[src/cbrf_pkg.sv]
// shared constants, operand codes and threshold function for the cubic bisection root finder
package cbrf_pkg;

    localparam int DATA_WIDTH_DEF = 32;
    localparam int FRAC_BITS_DEF  = 16;
    localparam int TOL_WIDTH      = 31;

    localparam logic [1:0] OP_LEFT  = 2'd0;
    localparam logic [1:0] OP_RIGHT = 2'd1;
    localparam logic [1:0] OP_MID   = 2'd2;

    // largest raw value whose cubic is negative, clamped to the positive range
    function automatic logic [63:0] root_threshold(input int frac_bits, input int data_width);
        logic signed [127:0] scale;
        logic signed [127:0] lo;
        logic signed [127:0] hi;
        logic signed [127:0] mid;
        logic signed [127:0] poly;
        logic signed [127:0] lim;
        int                  i;
        scale = 128'sd1 <<< frac_bits;
        lo    = scale * 128'sd2;
        hi    = scale * 128'sd3;
        for (i = 0; i < 40; i++)
        begin
            if (hi - lo > 128'sd1)
            begin
                mid  = (lo + hi) >>> 1;
                poly = mid * mid * mid - 128'sd2 * mid * scale * scale
                       - 128'sd5 * scale * scale * scale;
                if (poly < 128'sd0)
                begin
                    lo = mid;
                end
                else
                begin
                    hi = mid;
                end
            end
        end
        lim = (128'sd1 <<< (data_width - 1)) - 128'sd1;
        if (lo > lim)
        begin
            lo = lim;
        end
        return lo[63:0];
    endfunction

endpackage

[src/cubic_bisection_root_finder_unit.sv]
// top level of the cubic bisection root finder
// One transaction in, one out. The block finds a root of x^3 - 2x - 5 on [left_end, right_end]
// by bisection in signed fixed point. After the input is taken the sign of the cubic is checked
// at both ends, then each halving is done in the shared evaluation unit, a further step of the
// search detects the stop width and the finish state loads the output register. The number of
// halvings is at most DATA_WIDTH, 32 for 32 bits. Without a sign change no halving is done.
// The input is not ready while a search runs; a finished result waits in the output register,
// and the next one waits until it is taken.
// Status 1 means no sign change at the ends, with root 0; within tolerance at the start, the
// left end comes back. A tolerance of zero acts as one lsb.
module cubic_bisection_root_finder_unit #(
    parameter int DATA_WIDTH = cbrf_pkg::DATA_WIDTH_DEF,
    parameter int FRAC_BITS  = cbrf_pkg::FRAC_BITS_DEF
) (
    input  logic                                                     clk,
    input  logic                                                     rst_n,
    input  logic                                                     s_axis_tvalid,
    output logic                                                     s_axis_tready,
    // left_end, right_end, tolerance
    input  logic [((2*DATA_WIDTH+cbrf_pkg::TOL_WIDTH+7)/8)*8-1:0]   s_axis_tdata,
    output logic                                                     m_axis_tvalid,
    input  logic                                                     m_axis_tready,
    // root
    output logic [((DATA_WIDTH+7)/8)*8-1:0]                          m_axis_tdata,
    // status
    output logic                                                     m_axis_tuser
);
    import cbrf_pkg::*;

    localparam int OUT_W = ((DATA_WIDTH + 7) / 8) * 8;
    localparam int CW    = (DATA_WIDTH + 1 > TOL_WIDTH + 1) ? DATA_WIDTH + 1 : TOL_WIDTH + 1;

    localparam logic [2:0] S_IDLE   = 3'd0;
    localparam logic [2:0] S_EVAL_A = 3'd1;
    localparam logic [2:0] S_EVAL_B = 3'd2;
    localparam logic [2:0] S_ITER   = 3'd3;
    localparam logic [2:0] S_FINISH = 3'd4;

    logic [2:0]                   state_reg, state_next;
    logic signed [DATA_WIDTH-1:0] a_reg, a_next;
    logic signed [DATA_WIDTH-1:0] b_reg, b_next;
    logic signed [DATA_WIDTH-1:0] c_reg, c_next;
    logic [TOL_WIDTH-1:0]         tol_reg, tol_next;
    logic                         fa_reg, fa_next;
    logic                         status_reg, status_next;
    logic [DATA_WIDTH-1:0]        out_root_reg, out_root_next;
    logic                         out_status_reg, out_status_next;
    logic                         out_valid_reg, out_valid_next;

    logic [1:0]                   op;
    logic signed [DATA_WIDTH-1:0] mid;
    logic                         positive;
    logic signed [DATA_WIDTH:0]   width;
    logic signed [CW-1:0]         width_ext;
    logic signed [CW-1:0]         tol_ext;
    logic [TOL_WIDTH-1:0]         in_tol;
    logic                         in_fire;
    logic                         out_free;

    cbrf_eval_unit #(
        .DATA_WIDTH (DATA_WIDTH),
        .FRAC_BITS  (FRAC_BITS)
    ) u_eval (
        .op        (op),
        .left_val  (a_reg),
        .right_val (b_reg),
        .mid       (mid),
        .positive  (positive)
    );

    assign s_axis_tready = (state_reg == S_IDLE);
    assign in_fire       = s_axis_tvalid && s_axis_tready;
    assign out_free      = !out_valid_reg || m_axis_tready;
    assign in_tol        = s_axis_tdata[2*DATA_WIDTH +: TOL_WIDTH];

    assign width     = {b_reg[DATA_WIDTH-1], b_reg} - {a_reg[DATA_WIDTH-1], a_reg};
    assign width_ext = CW'(width);
    assign tol_ext   = CW'($signed({1'b0, tol_reg}));

    assign m_axis_tvalid = out_valid_reg;
    assign m_axis_tdata  = OUT_W'(out_root_reg);
    assign m_axis_tuser  = out_status_reg;

    always_comb
    begin
        state_next      = state_reg;
        a_next          = a_reg;
        b_next          = b_reg;
        c_next          = c_reg;
        tol_next        = tol_reg;
        fa_next         = fa_reg;
        status_next     = status_reg;
        out_root_next   = out_root_reg;
        out_status_next = out_status_reg;
        out_valid_next  = out_valid_reg && !m_axis_tready;
        op              = OP_MID;

        unique case (state_reg)
            S_IDLE:
            begin
                if (in_fire)
                begin
                    a_next      = $signed(s_axis_tdata[DATA_WIDTH-1:0]);
                    b_next      = $signed(s_axis_tdata[2*DATA_WIDTH-1:DATA_WIDTH]);
                    c_next      = $signed(s_axis_tdata[DATA_WIDTH-1:0]);
                    tol_next    = (in_tol == '0) ? TOL_WIDTH'(1) : in_tol;
                    status_next = 1'b0;
                    state_next  = S_EVAL_A;
                end
            end
            S_EVAL_A:
            begin
                op         = OP_LEFT;
                fa_next    = positive;
                state_next = S_EVAL_B;
            end
            S_EVAL_B:
            begin
                op = OP_RIGHT;
                if (positive == fa_reg)
                begin
                    status_next = 1'b1;
                    c_next      = '0;
                    state_next  = S_FINISH;
                end
                else
                begin
                    state_next = S_ITER;
                end
            end
            S_ITER:
            begin
                op = OP_MID;
                if (width_ext > tol_ext)
                begin
                    c_next = mid;
                    if (positive != fa_reg)
                    begin
                        b_next = mid;
                    end
                    else
                    begin
                        a_next = mid;
                    end
                end
                else
                begin
                    state_next = S_FINISH;
                end
            end
            S_FINISH:
            begin
                if (out_free)
                begin
                    out_root_next   = c_reg;
                    out_status_next = status_reg;
                    out_valid_next  = 1'b1;
                    state_next      = S_IDLE;
                end
            end
            default:
            begin
                state_next = S_IDLE;
            end
        endcase
    end

    always_ff @(posedge clk or negedge rst_n)
    begin
        if (!rst_n)
        begin
            state_reg     <= S_IDLE;
            out_valid_reg <= 1'b0;
        end
        else
        begin
            state_reg     <= state_next;
            out_valid_reg <= out_valid_next;
        end
    end

    always_ff @(posedge clk)
    begin
        a_reg          <= a_next;
        b_reg          <= b_next;
        c_reg          <= c_next;
        tol_reg        <= tol_next;
        fa_reg         <= fa_next;
        status_reg     <= status_next;
        out_root_reg   <= out_root_next;
        out_status_reg <= out_status_next;
    end

endmodule

[src/cbrf_eval_unit.sv]
// shared evaluation unit: midpoint adder and sign test of the cubic
module cbrf_eval_unit #(
    parameter int DATA_WIDTH = cbrf_pkg::DATA_WIDTH_DEF,
    parameter int FRAC_BITS  = cbrf_pkg::FRAC_BITS_DEF
) (
    input  logic [1:0]                   op,
    input  logic signed [DATA_WIDTH-1:0] left_val,
    input  logic signed [DATA_WIDTH-1:0] right_val,
    output logic signed [DATA_WIDTH-1:0] mid,
    output logic                         positive
);
    import cbrf_pkg::*;

    localparam logic [63:0] THRESH_FULL = root_threshold(FRAC_BITS, DATA_WIDTH);
    localparam logic signed [DATA_WIDTH-1:0] THRESH = THRESH_FULL[DATA_WIDTH-1:0];

    logic signed [DATA_WIDTH:0]   sum;
    logic signed [DATA_WIDTH-1:0] operand;

    assign sum = {left_val[DATA_WIDTH-1], left_val} + {right_val[DATA_WIDTH-1], right_val};
    assign mid = sum[DATA_WIDTH:1];

    always_comb
    begin
        unique case (op)
            OP_LEFT:  operand = left_val;
            OP_RIGHT: operand = right_val;
            default:  operand = mid;
        endcase
    end

    // single real root is irrational, so the cubic is never zero on the grid
    assign positive = (operand > THRESH);

endmodule

[config.mk]
export PLATFORM = sky130hd
export DESIGN_NAME = cubic_bisection_root_finder_unit
export DESIGN_NICKNAME = d
export VERILOG_FILES = /design/src/cbrf_pkg.sv /design/src/cubic_bisection_root_finder_unit.sv /design/src/cbrf_eval_unit.sv
export SDC_FILE = /design/constraint.sdc
export NUM_CORES = 1
export LEC_CHECK = 0
export ABC_AREA = 0
export BUFFER_PORTS_ARGS = -buffer_cell sky130_fd_sc_hd__buf_2
export CORE_MARGIN = 2
export CORE_UTILIZATION = 40
export CTS_CLUSTER_DIAMETER = 100
export DETAILED_ROUTE_END_ITERATION = 16
export PLACE_DENSITY = 0.61
export SLEW_MARGIN = 20
export SYNTH_ARGS = -nofsm -noshare
export SYNTH_HDL_FRONTEND = slang
export SYNTH_SLANG_ARGS = --single-unit
[constraint.sdc]
create_clock -name clk -period 7.29 [get_ports clk]
set_input_delay 0.729 -clock clk [delete_from_list [all_inputs] [get_ports clk]]
set_output_delay 0.729 -clock clk [all_outputs]
set_load 0.005 [all_outputs]
### Word level (Yosys, flattened, before mapping)

Cells that the tools add are included.

| storage, ports and cells | value |
|---|---|
| bits in registers | 166 |
| input port bits | 100 |
| output and inout bits | 35 |
| word-level logic and storage cells | 69 |

| operators by class | value |
|---|---|
| add/subtract/negate cells | 2 |
| order comparisons | 2 |
| equality and inequality tests | 14 |
| multiplexer cells | 23 |
| reduce and logical (&&, ||, !) cells | 18 |

Operators with widths:

| kind | number |
|---|---|
| $mux 32 | 8 |
| $pmux 32 s2 | 3 |
| $pmux 32 s3 | 1 |
| $add 32x32->33 | 1 |
| $gt 33x32->1 | 1 |
| $sub 32x32->33 | 1 |
| $gt 32x19->1 const B | 1 |
| $logic_not 31->1 | 1 |
| $pmux 3 s5 | 1 |
| $mux 3 | 4 |
| $ne 2x2->1 const B | 6 |
| $reduce_and 4->1 | 3 |
| $eq 3x2->1 const B | 2 |
| $reduce_and 3->1 | 2 |
| $mux 1 | 4 |
| $pmux 2 s2 | 1 |
| $reduce_and 2->1 | 2 |
| $reduce_bool 2->1 | 2 |
| $eq 3x1->1 const B | 1 |
| $eq 3x3->1 const B | 1 |
| $logic_not 3->1 | 1 |
| $reduce_bool 3->1 | 1 |
| $eq 2x1->1 const B | 1 |
| $logic_and 1x1->1 | 2 |
| other kinds (7) | 8 |

### Depth between registers and ports, before layout

| depth | value |
|---|---|
| depth after elaboration | 9 |
| depth in mapped cells | 26 |
| mapped depth without buffers | 26 |

### By module

From an unflattened synthesis, not the netlist that was laid out.

| unflattened totals | value |
|---|---|
| cell total of the unflattened synthesis | 1228 |
| area, all modules | 11372.2 um2 |

Modules (own cells, without submodules):

| module | instances | cells an instance | area each (um2) | seq. area each (um2) |
|---|---|---|---|---|
| cubic_bisection_root_finder_unit | 1 | 851 | 8831.0 | 4964.8 |
| cbrf_eval_unit | 1 | 377 | 2541.2 | 0.0 |

### Worst setup path after synthesis

Ideal clock, no wire load.

| path | value |
|---|---|
| kind | register -> register |
| start point | register b_reg[2] |
| end point | register a_reg[0], enable pin |
| setup time | 0.425 ns |
| arrival time | 5.852 ns |
| required time | 6.865 ns |
| slack | 1.013 ns |
| stages on the path, launching flop included | 26 |
| buffers on the path | 1 |
| clock period less this slack | 6.277 ns |
| cell sequence | edfxtp_1 -> ha_1 -> buf_6 -> nor2b_1 -> o31a_1 -> o21a_1 -> o22ai_1 -> o21bai_1 -> a21oi_1 -> o21bai_1 -> a21oi_1 -> o21bai_1 -> a31o_2 -> a21oi_1 -> xnor2_1 -> ha_1 -> nand4_1 -> nor3_1 -> o41ai_1 -> o211ai_1 -> a21oi_1 -> a21oi_1 -> and2b_2 -> o31ai_1 -> nand2_1 -> o21ai_1 |

| between the ends | value |
|---|---|
| cells in the longest elaborated chain, start to end | 6 |
| elaborated cells on any way between the ends | 9 |
| those cells by class | add/sub (2); order compare (2); eq/ne (3); mux (1); reduce/logical (1) |

Ends and longest elaborated chain:

| what | line | text |
|---|---|---|
| from (decl) | cubic_bisection_root_finder_unit.sv:41 | `logic signed [DATA_WIDTH-1:0] b_reg, b_next;` |
| from (signal assigned) | cubic_bisection_root_finder_unit.sv:185 | `b_reg <= b_next;` |
| $add 32x32->33 | cbrf_eval_unit.sv:20 | `assign sum = {left_val[DATA_WIDTH-1], left_val} + {right_val[DATA_WIDTH-1], right_val};` |
| $pmux 32 s2 | cbrf_eval_unit.sv:25 | `unique case (op)` |
| $gt 32x19->1 | cbrf_eval_unit.sv:33 | `assign positive = (operand > THRESH);` |
| $ne 1x1->1 | cubic_bisection_root_finder_unit.sv:137 | `if (positive != fa_reg)` |
| $ne 2x2->1 (no source line) | -- |  |
| $reduce_and 4->1 (no source line) (*) | -- |  |
| to (signal assigned) | cubic_bisection_root_finder_unit.sv:184 | `a_reg <= a_next;` |
| to (decl) | cubic_bisection_root_finder_unit.sv:40 | `logic signed [DATA_WIDTH-1:0] a_reg, a_next;` |

Every way passes the cells marked *; elsewhere a longest branch is shown, timed or not.
A chain may end at the register's enable or synchronous reset.

### Worst setup path after layout

| path | value |
|---|---|
| start point | register a_reg[2] |
| end point | register a_reg[21], enable pin |

| between the ends | value |
|---|---|
| cells in the longest elaborated chain, start to end | 6 |
| elaborated cells on any way between the ends | 9 |
| those cells by class | add/sub (2); order compare (2); eq/ne (3); mux (1); reduce/logical (1) |

Ends and longest elaborated chain:

| what | line |
|---|---|
| $add 32x32->33 | cbrf_eval_unit.sv:20 |
| $pmux 32 s2 | cbrf_eval_unit.sv:25 |
| $gt 32x19->1 | cbrf_eval_unit.sv:33 |
| $ne 1x1->1 | cubic_bisection_root_finder_unit.sv:137 |
| $ne 2x2->1 (no source line) | -- |
| $reduce_and 4->1 (no source line) (*) | -- |

Marks and branches as above.

==> results.tsv <==
metric	value	unit
top_cells_by_area_synth	sky130_fd_sc_hd__edfxtp_1, sky130_fd_sc_hd__ha_1, sky130_fd_sc_hd__xnor2_1, sky130_fd_sc_hd__o21a_1, sky130_fd_sc_hd__nand2_1	
insertion_delay	0.44	ns
nets_in_the_synthesized_netlist	1340	
grt_antenna_before_repair	0	
cts.path.max_buffers	2	
skew	0.0145	ns
grt_start_max_net_pins	50	
die_height	173	um
crit_path_end_kind	flop	
post_cts_setup_repair_buffer_count	0	
start_kind	flop	
cts_repair_resize_count	0	
dr_wl_met2	15600	um
dieArea	0.0299	sq mm
slew_violations	0	
worst_setup_hold_path_clk_slew	0.08	ns
ys_async_sr_fraction	2.41	%
cts_root_buffer	sky130_fd_sc_hd__clkbuf_16	
dr_wl_met3	1410	um
die-width	173	um
timing.max_slew.rel_slack	38.4	%
ys_warn_count	0	
route.detailed.drc	0	
avgSynthCellArea	9.99	sq um
dp.final_hpwl	24300	um
synth-edff-count	162	
dpl_worst_slack	0.954	ns
hold_fix_buffers_at_cts	0	
leading_register_cell_type_out_of_synthesis	sky130_fd_sc_hd__edfxtp_1	
antenna_cells	0	
final_min_period_over_clock_period	87.5	%
hold_path_class	primary input to asynchronous set/reset pin	
vdd_drop_max	173	uV
yosysSeqAreaShare	43.5	%
global_route.overflow_total	0	
worst-endpoint-arrival	6.46	ns
yosysUniqueCellTypes	95	
timing.setup.tns	0	ns
drt_iter0_drc	568	
drt-vias-per-instance	5.47	
post-route-cell-area	0.0128	sq mm
worst_r2r_startpoint	a_reg[2]	
post_dp_cell_area	0.0122	sq mm
wl_per_cell	19.0	um
initial_core_util	40.9	%
cts_tree	built	
grt.total_usage	20.8	%
timing.reg2reg.worst_path_depth	26	
detail_route.first_pass.iterations	5	
critPathMostFrequentCell	sky130_fd_sc_hd__a21oi_1	
worst_path_largest_cell_delay	0.43	ns
layout-area-overhead-vs-synth	12.3	%
cpLargestDelayFamily	compound AO/OA/AOI/OAI gates	
timing.max_cap.violations	0	
post_route_cells_drive_above_1_share	18.4	%
route.vias.total	8837	
hold_viol	0	
critPathBufInv	2	
crit_slowest_cell	sky130_fd_sc_hd__buf_4	
period_needed	6.38	ns
grt_pass1_wl	48500	um
num-nets-final	1424	
synth_cells	1143	
worst_slew_pin_slew	0.920	ns
routabilityCongestion	0.895	
setup_slack_on_the_worst_flop_to_flop_path	0.91	ns
fmaxAchievable	157	MHz
synth_top_cell_area_share	42.6	%
result_of_the_run	completed	
h-tree-depth	4	
total_leakage_power	5.19	nW
tritoncts_num_sinks	166	
first_global_vias	8798	
core_area	0.0279	sq mm
path_class	flop to flop	
ys_seq_elements	166	
i_o_pins	135	
finalSetupViolCount	0	
worstPathRequired	7.37	ns
power_density	484	mW/mm^2
post_synth_instance_area	0.0114	sq mm
core.rowCount	61	
route.antenna.remaining_nets	0	
reg2reg_to	a_reg[21]	
top_layer	met4	
finalHoldWorstSlack	0.0889	ns
postRouteWirelength	30800	um
rsz0062_at_grt	false	
routedLengthMet1	13000	um
setup_slack	0.909	ns
cts_buf_count	17	
port-buffer-count	133	
largest_area_contributor_in_the_netlist	sky130_fd_sc_hd__edfxtp_1	
timing.critical_path.fanout_max	32	
## through the flow
stage	instances	total power, mW	utilization (%)
2_1_floorplan	1143	4.36	-
3_5_place_dp	1586	5.28	43.8
6_report	1617	6.20	45.9
5_1_grt	1617	6.68	45.9
3_3_place_gp	1586	5.22	43.8
4_1_cts	1617	6.21	45.9
## power breakdown
part | internal, mW | leakage, nW | switching (mW) | total (mW)
sequential | 1.51 | 1.57 | 0.166 | 1.67
combinational | 1.36 | 3.33 | 2.27 | 3.62
clock | 0.459 | 0.286 | 0.450 | 0.909
total | 3.32 | 5.19 | 2.88 | 6.20
## final cells by class
type                       count  area [sq um]
clock inverter                14           158
sequential                   166          4960
clock buffer                  17           425
timing repair buffer         142           733
multi-input combinational    803          5690
inverter                      97           372
fill                        2693         15100
tap                          378           473
## routing by layer
metal / up-vias / GRT usage, %
li1: 4307 / -
met1: 4228 / 25.7
met2: 258 / 37.0
met3: 44 / 2.88
met4: 0 / 7.45
met5: - / 0
## how the worst max path moves through the flow
stage | start | to | slack [ns] | cells after the start
after floorplan | b_reg[2] | a_reg[0] | 1.01 | 25
after global placement | a_reg[2] | a_reg[24] | 1.04 | 26
after detailed placement | a_reg[2] | a_reg[26] | 0.95 | 26
after CTS | a_reg[2] | a_reg[21] | 0.91 | 26
after global routing | a_reg[6] | a_reg[21] | 0.46 | 26
final | a_reg[2] | a_reg[21] | 0.91 | 26
## layout by cell type, fill, tap and decap left out, types with 7 or more instances in the layout
| cell | Yosys | layout |
|---|---|---|
| sky130_fd_sc_hd__edfxtp_1 | 162 | 162 |
| sky130_fd_sc_hd__buf_2 | 4 | 133 |
| sky130_fd_sc_hd__nand2_1 | 103 | 103 |
| sky130_fd_sc_hd__ha_1 | 95 | 95 |
| sky130_fd_sc_hd__inv_1 | 91 | 91 |
| sky130_fd_sc_hd__a21oi_1 | 77 | 76 |
| sky130_fd_sc_hd__nor2_1 | 68 | 68 |
| sky130_fd_sc_hd__o21ai_0 | 55 | 55 |
| sky130_fd_sc_hd__o21a_1 | 53 | 53 |
| sky130_fd_sc_hd__xnor2_1 | 50 | 50 |
| sky130_fd_sc_hd__nor4_1 | 24 | 24 |
| sky130_fd_sc_hd__a21o_1 | 23 | 23 |
| sky130_fd_sc_hd__nor3_1 | 19 | 19 |
| sky130_fd_sc_hd__clkbuf_16 | 0 | 17 |
| sky130_fd_sc_hd__nor2b_1 | 16 | 16 |
| sky130_fd_sc_hd__nand2b_1 | 15 | 15 |
| sky130_fd_sc_hd__nand4_1 | 14 | 14 |
| sky130_fd_sc_hd__o31ai_1 | 13 | 13 |
| sky130_fd_sc_hd__o21bai_1 | 13 | 13 |
| sky130_fd_sc_hd__a211oi_1 | 12 | 12 |
| sky130_fd_sc_hd__nand3_1 | 11 | 11 |
| sky130_fd_sc_hd__o211ai_1 | 10 | 10 |
| sky130_fd_sc_hd__buf_4 | 5 | 9 |
| sky130_fd_sc_hd__xor2_1 | 7 | 7 |
| sky130_fd_sc_hd__and3_1 | 7 | 7 |
## synthesized netlist by cell type, types with 14 or more instances
cell	n
sky130_fd_sc_hd__inv_1	91
sky130_fd_sc_hd__nand2b_1	15
sky130_fd_sc_hd__xnor2_1	50
sky130_fd_sc_hd__a21oi_1	77
sky130_fd_sc_hd__nor4_1	24
sky130_fd_sc_hd__ha_1	95
sky130_fd_sc_hd__nor2_1	68
sky130_fd_sc_hd__o21ai_0	55
sky130_fd_sc_hd__o21a_1	53
sky130_fd_sc_hd__nor2b_1	16
sky130_fd_sc_hd__a21o_1	23
sky130_fd_sc_hd__nand2_1	103
sky130_fd_sc_hd__edfxtp_1	162
sky130_fd_sc_hd__nor3_1	19
sky130_fd_sc_hd__clkbuf_1	52
sky130_fd_sc_hd__nand4_1	14
## cell families after synthesis
kind of cell / after synthesis / share of synthesized area [%]
buffers and inverters: 174 / 6.73
XOR/XNOR: 58 / 4.52
AO/OA/AOI/OAI: 329 / 20.3
AND/OR/NAND/NOR: 317 / 14.0
adder cells (fa/ha/maj): 97 / 10.8
multiplexers: 2 / 0.186
flip-flops: 166 / 43.5
(Power assumes the default switching activity.)
